### src/sv/tgel_pkg.sv
package tgel_pkg;

  // Grid limits and derived widths
  localparam int MAX_ROWS   = 1024;
  localparam int MAX_COLS   = 1024;
  localparam int ROW_W      = $clog2(MAX_ROWS);
  localparam int COL_W      = $clog2(MAX_COLS);
  localparam int RSZ_W      = $clog2(MAX_ROWS + 1);
  localparam int CSZ_W      = $clog2(MAX_COLS + 1);
  localparam int BANK_RW    = ROW_W - 1;
  localparam int BANK_CW    = COL_W - 1;
  localparam int BANK_AW    = BANK_RW + BANK_CW;
  localparam int BANK_DEPTH = 1 << BANK_AW;

  // Grid position: Q.16 grid units
  localparam int FRAC_W    = 16;
  localparam int PROW_W    = ROW_W + FRAC_W;
  localparam int PCOL_W    = COL_W + FRAC_W;
  localparam int POS_W     = 41;
  localparam int HALF_POST = 1 << (FRAC_W - 1);

  // Configuration port
  localparam int CFG_AW = 6;
  localparam int CFG_DW = 64;

  // Register values as seen by the datapath; sizes already saturated
  typedef struct packed {
    logic signed [31:0] south_lat;
    logic signed [32:0] west_lon;
    logic signed [31:0] north_lat;
    logic signed [32:0] east_lon;
    logic [31:0]        lat_ppd;
    logic [31:0]        lon_ppd;
    logic [RSZ_W-1:0]   rows;
    logic [CSZ_W-1:0]   cols;
  } cfg_t;

  // Item leaving the index stage towards the post memory
  typedef struct packed {
    logic               wr_v;
    logic               q_v;
    logic               found;
    logic               interp;
    logic [ROW_W-1:0]   row;
    logic [COL_W-1:0]   col;
    logic [FRAC_W:0]    fr;
    logic [FRAC_W:0]    fc;
    logic signed [15:0] wdata;
  } idx_t;

  // Query side data that travels beside the memory read
  typedef struct packed {
    logic            found;
    logic            interp;
    logic            r0;
    logic            c0;
    logic [FRAC_W:0] fr;
    logic [FRAC_W:0] fc;
  } meta_t;

  // Read data of the four parity banks, indexed {row parity, col parity}
  typedef logic [3:0][15:0] bankq_t;

endpackage

### src/sv/tgel_cfg.sv
module tgel_cfg import tgel_pkg::*; (
  input  logic              clk,
  input  logic              rst_n,
  input  logic              psel,
  input  logic              penable,
  input  logic              pwrite,
  input  logic [CFG_AW-1:0] paddr,
  input  logic [CFG_DW-1:0] pwdata,
  output logic [CFG_DW-1:0] prdata,
  output logic              pready,
  output cfg_t              cfg
);

  localparam logic [2:0] REG_SOUTH_LAT = 3'd0;
  localparam logic [2:0] REG_WEST_LON  = 3'd1;
  localparam logic [2:0] REG_NORTH_LAT = 3'd2;
  localparam logic [2:0] REG_EAST_LON  = 3'd3;
  localparam logic [2:0] REG_LAT_PPD   = 3'd4;
  localparam logic [2:0] REG_LON_PPD   = 3'd5;
  localparam logic [2:0] REG_ROWS      = 3'd6;
  localparam logic [2:0] REG_COLS      = 3'd7;

  logic signed [31:0] south_lat_r;
  logic signed [32:0] west_lon_r;
  logic signed [31:0] north_lat_r;
  logic signed [32:0] east_lon_r;
  logic [31:0]        lat_ppd_r;
  logic [31:0]        lon_ppd_r;
  logic [10:0]        rows_r;
  logic [10:0]        cols_r;
  logic [2:0]         reg_sel;
  logic               wr_en;

  assign reg_sel = paddr[CFG_AW-1:3];
  assign wr_en   = psel & penable & pwrite;
  assign pready  = 1'b1;

  // Register writes
  always_ff @(posedge clk) begin
    if (!rst_n) begin
      south_lat_r <= '0;
      west_lon_r  <= '0;
      north_lat_r <= '0;
      east_lon_r  <= '0;
      lat_ppd_r   <= 32'd65536;
      lon_ppd_r   <= 32'd65536;
      rows_r      <= 11'd2;
      cols_r      <= 11'd2;
    end else if (wr_en) begin
      unique case (reg_sel)
        REG_SOUTH_LAT: south_lat_r <= pwdata[31:0];
        REG_WEST_LON:  west_lon_r  <= pwdata[32:0];
        REG_NORTH_LAT: north_lat_r <= pwdata[31:0];
        REG_EAST_LON:  east_lon_r  <= pwdata[32:0];
        REG_LAT_PPD:   lat_ppd_r   <= pwdata[31:0];
        REG_LON_PPD:   lon_ppd_r   <= pwdata[31:0];
        REG_ROWS:      rows_r      <= pwdata[10:0];
        REG_COLS:      cols_r      <= pwdata[10:0];
        default: ;
      endcase
    end
  end

  // Read back
  always_comb begin
    unique case (reg_sel)
      REG_SOUTH_LAT: prdata = CFG_DW'({south_lat_r});
      REG_WEST_LON:  prdata = CFG_DW'({west_lon_r});
      REG_NORTH_LAT: prdata = CFG_DW'({north_lat_r});
      REG_EAST_LON:  prdata = CFG_DW'({east_lon_r});
      REG_LAT_PPD:   prdata = CFG_DW'(lat_ppd_r);
      REG_LON_PPD:   prdata = CFG_DW'(lon_ppd_r);
      REG_ROWS:      prdata = CFG_DW'(rows_r);
      REG_COLS:      prdata = CFG_DW'(cols_r);
      default:       prdata = '0;
    endcase
  end

  // Datapath view; grid sizes saturated into 2..MAX
  always_comb begin
    cfg.south_lat = south_lat_r;
    cfg.west_lon  = west_lon_r;
    cfg.north_lat = north_lat_r;
    cfg.east_lon  = east_lon_r;
    cfg.lat_ppd   = lat_ppd_r;
    cfg.lon_ppd   = lon_ppd_r;
    if (32'(rows_r) < 32'd2)
      cfg.rows = RSZ_W'(2);
    else if (32'(rows_r) > 32'(MAX_ROWS))
      cfg.rows = RSZ_W'(MAX_ROWS);
    else
      cfg.rows = RSZ_W'(rows_r);
    if (32'(cols_r) < 32'd2)
      cfg.cols = CSZ_W'(2);
    else if (32'(cols_r) > 32'(MAX_COLS))
      cfg.cols = CSZ_W'(MAX_COLS);
    else
      cfg.cols = CSZ_W'(cols_r);
  end

endmodule

### config.mk
export PLATFORM = sky130hd
export DESIGN_NAME = tgel_cfg
export DESIGN_NICKNAME = d
export VERILOG_FILES = /design/src/sv/tgel_pkg.sv /design/src/sv/tgel_cfg.sv
export SDC_FILE = /design/constraint.sdc
export NUM_CORES = 1
export LEC_CHECK = 0
export BUFFER_PORTS_ARGS = -buffer_cell sky130_fd_sc_hd__clkbuf_2
export CAP_MARGIN = 20
export CORE_UTILIZATION = 45
export CTS_CLUSTER_DIAMETER = 30
export DETAILED_ROUTE_END_ITERATION = 12
export PLACE_DENSITY = 0.73
export SETUP_SLACK_MARGIN = 0.1
export SLEW_MARGIN = 20
export SYNTH_ARGS = -nofsm -noshare
export SYNTH_HDL_FRONTEND = slang
export SYNTH_SLANG_ARGS = --single-unit
### constraint.sdc
create_clock -name clk -period 1.7 [get_ports clk]
set_clock_uncertainty 0.05 [all_clocks]
set_input_delay 0.085 -clock clk [delete_from_list [all_inputs] [get_ports clk]]
set_output_delay 0.085 -clock clk [all_outputs]
set_load 0.005 [all_outputs]
==> run summary <==
The flow ran to the end, but the final reports show violations. The checks that failed: setup timing. For the final hold violation count, the log shows 0.

The worst setup path is launched from a flop. The tools report the minimum hold slack as 0.0132 ns. The largest single stage delay on the critical path is 0.40 ns. Weighted congestion reported at the end of routability-driven placement: 0.904. The critical path goes through mux2_2, a222oi_1, nor2_1, clkbuf_2. For this block, the via count after detailed routing is 10,066. For the number of sinks driven by the clock tree, the log shows 216. The run gives 552 MHz as the fmax. The run gives -0.720 ns as the setup TNS.

Largest buffer count on any clock path: 3. The portion of synthesized cell area occupied by the leading cell type is 0.446. Among all stages on the critical path, the largest delay is contributed by a222oi_1. The number of pins exceeding their max-slew limit in the final report is 0, and the highest fanout seen on the critical path is 2.

The proportion of synthesized chip area in sequential cells was 0.446; the data required time at the worst endpoint was 1.56 ns. HPWL after detailed placement: 21,700 µm. TritonCTS built the clock tree. The number of placed instances, taps included, is 1,635.

The DRC violation count after routing was 0; the synthesized instance count was 1,132. The path class of the tightest hold or removal check is in2reg. Total power for the finished layout comes to 15.1 mW. The most common flop cell mapped by yosys is dfxtp_1. The run gives 6.10 nW as the static leakage. The clock input transition at the sequential cells of the worst setup and hold paths was 0.05 ns; the overall fraction of global-route tracks in use was 0.298. The critical path in this run is classified as reg2out.

The logs give 45 for the count of unique library cells instantiated by Yosys and 67 for the largest net degree at the start of global routing. The initial antenna violation count is 0, and the cell area after placement is 0.0112 mm². The total of warnings raised by yosys was 0; the post-detailed-route wirelength per cell was 19.2 µm. The count of antenna diodes in the layout was 0. The core utilization of the finished layout was 0.660; the final non-filler cell total was 1,790.

The run gives 0.0211 mm² as the core box area. Most instantiated library cell after synthesis: dfxtp_1. Setup violations remaining at the end of the flow were counted as 15. The initial core utilization is 0.459, and the ratio of cells with drive above 1 in the final layout is 0.430.

The die is 149 µm tall. A synthesized cell averages 8.56 µm². The tools report the smallest setup slack after layout as -0.113 ns. The worst setup path is captured at an output port. Setup repair after global routing could not meet its margin everywhere. Clock root buffer master: clkbuf_16. The power per cell area was 1090 mW/mm². The area growth from synthesis to layout is 43.8%. 356 I/O pins were placed. The synthesized netlist occupies a cell area of 0.00969 mm². The width of the die is 149 µm. The first routing iteration left 758 violations.

At the worst endpoint, the arrival time is 1.68 ns. For the worst setup timing slack at the placement stage, the log shows 0.0287 ns. The floorplan has 53 rows. The biggest area contributor in the post-synthesis netlist is dfxtp_1.

The logs give 51,600 µm for the global-route wire length before repair and 2 for the number of H-tree levels. For the number of global-route vias before repair, the log shows 9,535. For the peak supply drop, the log shows 813 µV.

The share of flip-flops with an asynchronous set or reset is 0, and the number of nets in the layout is 1,555. After detailed routing, the total wire length is 34,300 µm. In this run, CTS created clock tree buffers numbering 46. Summing all multi-input logic gate instances after layout gives 0.00480 mm². The layout filler cell count is 1,634. Yosys mapped a number of flops with a built-in enable equal to 0. In the routed layout, each cell is associated on average with a via count of 5.62. Buffers placed on the I/O ports in this run total 289. The register bit count reported by yosys came out at 216.

For the cell area after layout, the log shows 0.0139 mm². By area the synthesized netlist is led by dfxtp_1, nand3_1, o21ai_1. The full die area is 0.0221 mm². The post-route fraction of the period consumed by the critical path is 1.07, and the number of max-cap violations is 0. The clock reaches the later pin of the worst-skew pair after 0.52 ns. Summed over all layers, the global routing overflow is 0.

The sequential cells in the finished layout cover a total of 0.00443 mm². The first-pass iteration count of the detailed router came out at 5. Number of nets still failing antenna checks after routing: 0. Ranked by instance count, the synthesized netlist is headed by dfxtp_1, nand3_1, o21ai_1.

The worst path needs 1.81 ns of the cycle, external delays included.
-- logic make-up after synthesis --
group,synth area share
AOI/OAI and AO/OA,0.199
and+or+nand+nor,0.195
muxes,0.0506
DFF,0.446
other,0.000775
buffers and inverters,0.109
-- final timing paths --
| check | cells past startpoint | endpoint | slack (ns) | start |
|---|---|---|---|---|
| hold / removal | 3 | east_lon_r[10] | 0.01 | pwdata[10] |
| hold reg to reg | 2 | east_lon_r[6] | 0.42 | east_lon_r[6] |
| setup / recovery | 4 | prdata[18] | -0.11 | lat_ppd_r[18] |
| setup reg to reg | 3 | cols_r[10] | 0.82 | cols_r[10] |
-- routing by layer --
layer  GRT usage  part of all wire  vias to the layer above
met2       0.508              0.49                      538
met4       0.125             0.029                        0
met1       0.359              0.38                     4742
li1            -                 -                     4702
met5           0                 0                        -
met3      0.0703             0.093                       84
-- registers in the layout, indices dropped and copies added, names as in the netlist --
register	flops
west_lon_r	33
east_lon_r	33
cols_r	11
north_lat_r	32
south_lat_r	32
lat_ppd_r	32
rows_r	11
lon_ppd_r	32
-- cell usage in the layout, fill, tap and decap left out, types with 30 or more instances in the layout --
| cell | netlist | layout |
|---|---|---|
| buf_4 | 38 | 78 |
| clkbuf_16 | 0 | 47 |
| clkbuf_2 | 1 | 277 |
| conb_1 | 2 | 32 |
| dfxtp_1 | 216 | 138 |
| dfxtp_2 | 0 | 74 |
| mux2i_1 | 31 | 30 |
| nand2_1 | 46 | 45 |
| nand3_1 | 209 | 208 |
| nor2_1 | 56 | 54 |
| o21ai_0 | 61 | 59 |
| o21ai_1 | 134 | 136 |
-- final cells by class --
class / instances / area share
inverter: 26 / 0.00701
clock inverter: 17 / 0.0159
multi-input combinational: 779 / 0.345
clock buffer: 66 / 0.0989
sequential: 216 / 0.318
timing repair buffer: 411 / 0.191
tap: 275 / 0.0247
-- critical path, delay by kind of cell, from the launching register on --
kind	cells	cell delay, ns
mux	1	0.26
simple gates	1	0.07
buf+inv	1	0.12
compound gates	1	0.40
flops	1	0.31
-- report_power, final --
group	switching [mW]	internal, mW	leakage (nW)
Sequential	0.0345	5.11	1.78
Clock	2.73	6.32	0.787
Combinational	0.591	0.365	3.53
Total	3.35	11.8	6.10
-- repair_timing --
item                                    4_1_cts  5_1_grt
endpoints found under the setup margin       33       36
hold endpoints to repair                    150        0
hold buffers                                 28        0
pin swaps                                    58       41
buffers inserted                             33       12
gates resized for setup                     108       61
Note: power is estimated with default switching activity, not from simulation.
