$ cat src/sv/tgel_pkg.sv
package tgel_pkg;

  // Grid limits and derived widths
  localparam int MAX_ROWS   = 1024;
  localparam int MAX_COLS   = 1024;
  localparam int ROW_W      = $clog2(MAX_ROWS);
  localparam int COL_W      = $clog2(MAX_COLS);
  localparam int RSZ_W      = $clog2(MAX_ROWS + 1);
  localparam int CSZ_W      = $clog2(MAX_COLS + 1);
  localparam int BANK_RW    = ROW_W - 1;
  localparam int BANK_CW    = COL_W - 1;
  localparam int BANK_AW    = BANK_RW + BANK_CW;
  localparam int BANK_DEPTH = 1 << BANK_AW;

  // Grid position: Q.16 grid units
  localparam int FRAC_W    = 16;
  localparam int PROW_W    = ROW_W + FRAC_W;
  localparam int PCOL_W    = COL_W + FRAC_W;
  localparam int POS_W     = 41;
  localparam int HALF_POST = 1 << (FRAC_W - 1);

  // Configuration port
  localparam int CFG_AW = 6;
  localparam int CFG_DW = 64;

  // Register values as seen by the datapath; sizes already saturated
  typedef struct packed {
    logic signed [31:0] south_lat;
    logic signed [32:0] west_lon;
    logic signed [31:0] north_lat;
    logic signed [32:0] east_lon;
    logic [31:0]        lat_ppd;
    logic [31:0]        lon_ppd;
    logic [RSZ_W-1:0]   rows;
    logic [CSZ_W-1:0]   cols;
  } cfg_t;

  // Item leaving the index stage towards the post memory
  typedef struct packed {
    logic               wr_v;
    logic               q_v;
    logic               found;
    logic               interp;
    logic [ROW_W-1:0]   row;
    logic [COL_W-1:0]   col;
    logic [FRAC_W:0]    fr;
    logic [FRAC_W:0]    fc;
    logic signed [15:0] wdata;
  } idx_t;

  // Query side data that travels beside the memory read
  typedef struct packed {
    logic            found;
    logic            interp;
    logic            r0;
    logic            c0;
    logic [FRAC_W:0] fr;
    logic [FRAC_W:0] fc;
  } meta_t;

  // Read data of the four parity banks, indexed {row parity, col parity}
  typedef logic [3:0][15:0] bankq_t;

endpackage

$ cat src/sv/tgel_blend.sv
module tgel_blend import tgel_pkg::*; (
  input  logic               clk,
  input  logic               rst_n,
  input  logic               en,
  input  logic               m_v,
  input  meta_t              meta,
  input  bankq_t             bank_q,
  output logic               last_v,
  output logic               res_found,
  output logic signed [23:0] res_height
);

  logic [1:0] k_sw, k_nw, k_se, k_ne;
  logic signed [15:0] sw, nw, se, ne;

  // Stage 1: corner routing and differences
  logic               b1_v_r, b1_found_r, b1_int_r;
  logic [FRAC_W:0]    b1_fr_r, b1_fc_r;
  logic signed [15:0] b1_sw_r, b1_se_r;
  logic signed [16:0] b1_dn_r, b1_ds_r;

  // Stage 2: row-direction products
  logic               b2_v_r, b2_found_r, b2_int_r;
  logic [FRAC_W:0]    b2_fc_r;
  logic signed [15:0] b2_sw_r, b2_se_r;
  logic signed [34:0] b2_pw_r, b2_pe_r;

  // Stage 3: west and east edge values, Q.16
  logic               b3_v_r, b3_found_r, b3_int_r;
  logic [FRAC_W:0]    b3_fc_r;
  logic signed [15:0] b3_sw_r;
  logic signed [34:0] b3_west_r, b3_east_r;

  // Stage 4: east minus west
  logic               b4_v_r, b4_found_r, b4_int_r;
  logic [FRAC_W:0]    b4_fc_r;
  logic signed [15:0] b4_sw_r;
  logic signed [34:0] b4_west_r;
  logic signed [35:0] b4_dwe_r;

  // Stage 5: column-direction product
  logic               b5_v_r, b5_found_r, b5_int_r;
  logic signed [15:0] b5_sw_r;
  logic signed [34:0] b5_west_r;
  logic signed [53:0] b5_pf_r;

  logic signed [53:0] val;

  always_comb begin
    k_sw = {meta.r0, meta.c0};
    k_nw = {~meta.r0, meta.c0};
    k_se = {meta.r0, ~meta.c0};
    k_ne = {~meta.r0, ~meta.c0};
    sw   = $signed(bank_q[k_sw]);
    nw   = $signed(bank_q[k_nw]);
    se   = $signed(bank_q[k_se]);
    ne   = $signed(bank_q[k_ne]);
  end

  always_ff @(posedge clk) begin
    if (!rst_n) begin
      b1_v_r <= 1'b0;
      b2_v_r <= 1'b0;
      b3_v_r <= 1'b0;
      b4_v_r <= 1'b0;
      b5_v_r <= 1'b0;
    end else if (en) begin
      b1_v_r <= m_v;
      b2_v_r <= b1_v_r;
      b3_v_r <= b2_v_r;
      b4_v_r <= b3_v_r;
      b5_v_r <= b4_v_r;
    end
  end

  always_ff @(posedge clk) begin
    if (en) begin
      b1_found_r <= meta.found;
      b1_int_r   <= meta.interp;
      b1_fr_r    <= meta.fr;
      b1_fc_r    <= meta.fc;
      b1_sw_r    <= sw;
      b1_se_r    <= se;
      b1_dn_r    <= 17'(nw) - 17'(sw);
      b1_ds_r    <= 17'(ne) - 17'(se);

      b2_found_r <= b1_found_r;
      b2_int_r   <= b1_int_r;
      b2_fc_r    <= b1_fc_r;
      b2_sw_r    <= b1_sw_r;
      b2_se_r    <= b1_se_r;
      b2_pw_r    <= 35'(b1_dn_r * $signed({1'b0, b1_fr_r}));
      b2_pe_r    <= 35'(b1_ds_r * $signed({1'b0, b1_fr_r}));

      b3_found_r <= b2_found_r;
      b3_int_r   <= b2_int_r;
      b3_fc_r    <= b2_fc_r;
      b3_sw_r    <= b2_sw_r;
      b3_west_r  <= $signed({{3{b2_sw_r[15]}}, b2_sw_r, 16'b0}) + b2_pw_r;
      b3_east_r  <= $signed({{3{b2_se_r[15]}}, b2_se_r, 16'b0}) + b2_pe_r;

      b4_found_r <= b3_found_r;
      b4_int_r   <= b3_int_r;
      b4_fc_r    <= b3_fc_r;
      b4_sw_r    <= b3_sw_r;
      b4_west_r  <= b3_west_r;
      b4_dwe_r   <= 36'(b3_east_r) - 36'(b3_west_r);

      b5_found_r <= b4_found_r;
      b5_int_r   <= b4_int_r;
      b5_sw_r    <= b4_sw_r;
      b5_west_r  <= b4_west_r;
      b5_pf_r    <= 54'(b4_dwe_r * $signed({1'b0, b4_fc_r}));
    end
  end

  // Final blend, floored to Q16.8; nearest post is the south-west read
  assign val    = $signed({{3{b5_west_r[34]}}, b5_west_r, 16'b0}) + b5_pf_r;
  assign last_v = b5_v_r;

  always_comb begin
    res_found = b5_found_r;
    if (!b5_found_r)
      res_height = '0;
    else if (b5_int_r)
      res_height = val[47:24];
    else
      res_height = {b5_sw_r, 8'b0};
  end

endmodule

$ cat config.mk
export PLATFORM = sky130hd
export DESIGN_NAME = tgel_blend
export DESIGN_NICKNAME = d
export VERILOG_FILES = /design/src/sv/tgel_pkg.sv /design/src/sv/tgel_blend.sv
export SDC_FILE = /design/constraint.sdc
export NUM_CORES = 2
export LEC_CHECK = 0
export BUFFER_PORTS_ARGS = -buffer_cell sky130_fd_sc_hd__buf_2
export CAP_MARGIN = 20
export CORE_UTILIZATION = 59
export DETAILED_ROUTE_END_ITERATION = 10
export HOLD_SLACK_MARGIN = 0.02
export PLACE_DENSITY = 0.79
export SLEW_MARGIN = 0
export SYNTH_ARGS = -nofsm -noshare
export SYNTH_HDL_FRONTEND = slang
export SYNTH_SLANG_ARGS = --single-unit
$ cat constraint.sdc
create_clock -name clk -period 6.2 [get_ports clk]
set_input_delay 0.62 -clock clk [delete_from_list [all_inputs] [get_ports clk]]
set_output_delay 0.62 -clock clk [all_outputs]
set_load 0.05 [all_outputs]
==> flow_metrics.py <==
metrics = {
    "status": {
        "status": "finished, violations left",
        "violations": "antenna violations, negative setup slack",
    },
    "finish": {
        "multi_input_area_sq_um": 41290,
        "layout.nets": 7962,
        "layout-drive-gt1-share_pct": 15.82,
        "fill_cells": 7099,
        "final_area_sq_um": 70640,
        "fin_util_pct": 69.03,
        "area_growth_pct": 15.27,
        "final-seq-area_sq_um": 15500,
    },
    "placement": {
        "dp_hpwl_mm": 117.5,
        "port_buffers": 131,
        "place.gp.congestion": 0.9205,
        "dpl-instance-area_sq_um": 66530,
    },
    "yosys": {
        "synth_area_per_cell_sq_um": 10.41,
        "yosysMostFrequentCell": "inv_1",
        "synth_common_cells": "1253 x inv_1, 985 x fa_1, 684 x nand2_1",
        "yosysTopAreaCellShare_pct": 32.18,
        "ys_seq_elements": 518,
        "synth_warnings": 0,
        "synth-edff-count": 513,
        "yosysSeqAreaShare_pct": 25.30,
        "synth_top_cell_by_area": "fa_1",
        "synthCells": 5884,
        "async_flop_share_pct": 0,
        "synth_area_leaders": "fa_1 32%, edfxtp_1 25%, ha_1 10%, inv_1 7.7%, and2_1 6.2%",
        "syn-cell-area_sq_um": 61280,
        "ys_types": 75,
        "syn_nets": 7474,
        "ys.flop_type": "edfxtp_1",
    },
    "floorplanning": {
        "initial_core_util_pct": 59.89,
        "fp.dieW_microns": 324.3,
        "dieArea_sq_um": 105200,
        "ios": 132,
        "core_sq_um": 102300,
        "rows": 117,
        "die_h_microns": 324.3,
    },
    "timing": {
        "setup_viol_count_final": 36,
        "rsz0062_at_grt": "yes",
        "final_max_slew_viol_count": 0,
        "fmax_ghz": 0.1495,
        "slew_headroom_pct": 21.77,
        "finClkSkew_ps": 19.47,
        "worst_pin_slew_ps": 1173,
        "fin_crit_ps": 6689,
        "fin_ws_ps": -489.2,
        "whs_ps": 141.3,
        "hold_viol_final": 0,
        "fin_crit_sh_pct": 107.9,
        "finalSetupTns_ps": -8062,
    },
    "global_routing": {
        "grt_pass1_vias": 45790,
        "grt_antenna_before_repair": 8,
        "grt.overflow.total": 0,
        "grt_max_degree": 171,
        "grt_use_total_pct": 29.06,
        "grt_pass1_wl_mm": 237.8,
    },
    "clock_tree": {
        "h-tree-depth": 2,
        "clk_pin_slew_ps": 70,
        "worstSkewPairLatency_ps": 650,
        "cts_tree": "built",
        "numClockSinks": 518,
        "cts_max_path_buffers": 3,
        "cts_buffers": 59,
        "root_buffer": "clkbuf_16",
    },
    "worst_setup_path": {
        "crit_path_top_delay_cell": "fa_1",
        "required_ps": 6590,
        "cp-start-kind": "flip-flop",
        "critPathKind": "reg2reg",
        "cp_max_fo": 6,
        "cpPeakStageDelay_ps": 530,
        "worstPathArrival_ps": 7080,
        "end_kind": "flip-flop",
        "crit_top_cell": "fa_1",
    },
    "hold_path": {
        "hold_class": "in2reg",
    },
    "drt": {
        "drc": 0,
        "dr.pass1.iters": 6,
        "drtAntennaViolNets": 1,
        "drt_iter0_markers": 3075,
        "wl_mm": 151.3,
        "vias_per_cell": 5.508,
        "vias": 42950,
        "drt-wirelength-per-cell_microns": 19.40,
    },
    "flow_run": {
        "maxCapViolCount": 0,
    },
}
==> worst paths after layout <==
path                 from            to  slack [ps]  cells past startpoint
min              meta[18]    b1_fr_r[1]         140                      1
min reg2reg  b4_west_r[0]  b5_west_r[0]         410                      0
max            b4_fc_r[4]   b5_pf_r[45]        -490                     25
max reg2reg    b4_fc_r[4]   b5_pf_r[45]        -490                     25
==> per-layer routing <==
metal	wire, microns	vias up	share of wire (%)	GRT usage [%]
li1	-	19240	-	-
met1	58470	21590	39	36.76
met2	74620	1683	49	49.51
met3	9631	425	6.4	4.090
met4	8495	6	5.6	13.55
met5	40	-	0.026	0
==> state kept, by name, indices dropped and copies added, names as in the netlist, 32 cells and up <==
register / cells
b4_dwe_r: 36
b5_west_r: 32
b3_west_r: 35
b2_pe_r: 35
b4_west_r: 32
b3_east_r: 35
b2_pw_r: 35
b5_pf_r: 32
==> cells in the final DEF, fill, tap and decap left out, types with 58 or more instances in the layout <==
| cell | synthesis | routed |
|---|---|---|
| a21oi_1 | 117 | 90 |
| nor2_1 | 168 | 158 |
| inv_1 | 1253 | 1233 |
| nor3_1 | 61 | 58 |
| buf_2 | 0 | 130 |
| buf_4 | 0 | 384 |
| fa_1 | 985 | 956 |
| nand2_1 | 684 | 678 |
| edfxtp_1 | 513 | 513 |
| buf_6 | 0 | 61 |
| ha_1 | 499 | 472 |
| o21ai_0 | 100 | 88 |
| and2_1 | 606 | 583 |
| clkbuf_16 | 0 | 66 |
| xnor2_1 | 146 | 140 |
==> per-stage QoR <==
step	worst slack, ps	instances
after global placement	-410.5	7588
final	-489.2	7797
after detailed placement	-558.0	7588
after CTS	-403.1	7737
after global routing	-666.8	7789
after floorplan	-122.0	5884
==> cells by family (layout without fill, tap and decap cells) <==
group	Yosys count	after routing	share of synthesized area (%)
simple gates	1697	1697	13.69
fa+ha+maj	1484	1484	42.37
buf+inv	1461	1998	8.949
flops	518	518	25.30
compound gates	455	455	5.009
xor+xnor	194	194	2.773
mux	75	75	1.913
other cells	0	8	0
==> layout make-up <==
type	instances	share of cell area (%)
sequential	518	21.95
clock inverter	47	0.6997
timing repair buffer	633	7.626
tap	1368	2.423
multi-input combinational	3905	58.46
antenna	8	0.02834
inverter	1255	6.669
clock buffer	63	2.142
==> worst max-delay path: cells and delay by family, from the launching register on <==
kind                       cells  cell delay, ps
buffers and inverters          6             540
adders and majority gates      7            3430
xor gates and xnor gates       1             150
AOI/OAI and AO/OA              7            1140
and+or+nand+nor                4             620
DFF                            1             510
==> what timing repair did <==
action | in CTS | in global routing
hold buffers | 0 | 0
pin swaps | 68 | 120
buffers inserted | 40 | 50
resized for setup | 110 | 175
setup endpoints to repair | 38 | 46
gates cloned | 0 | 6
Power is left out: the tool's default activity adds up to more than one toggle a clock period on the data nets, which glitch-free logic cannot reach.
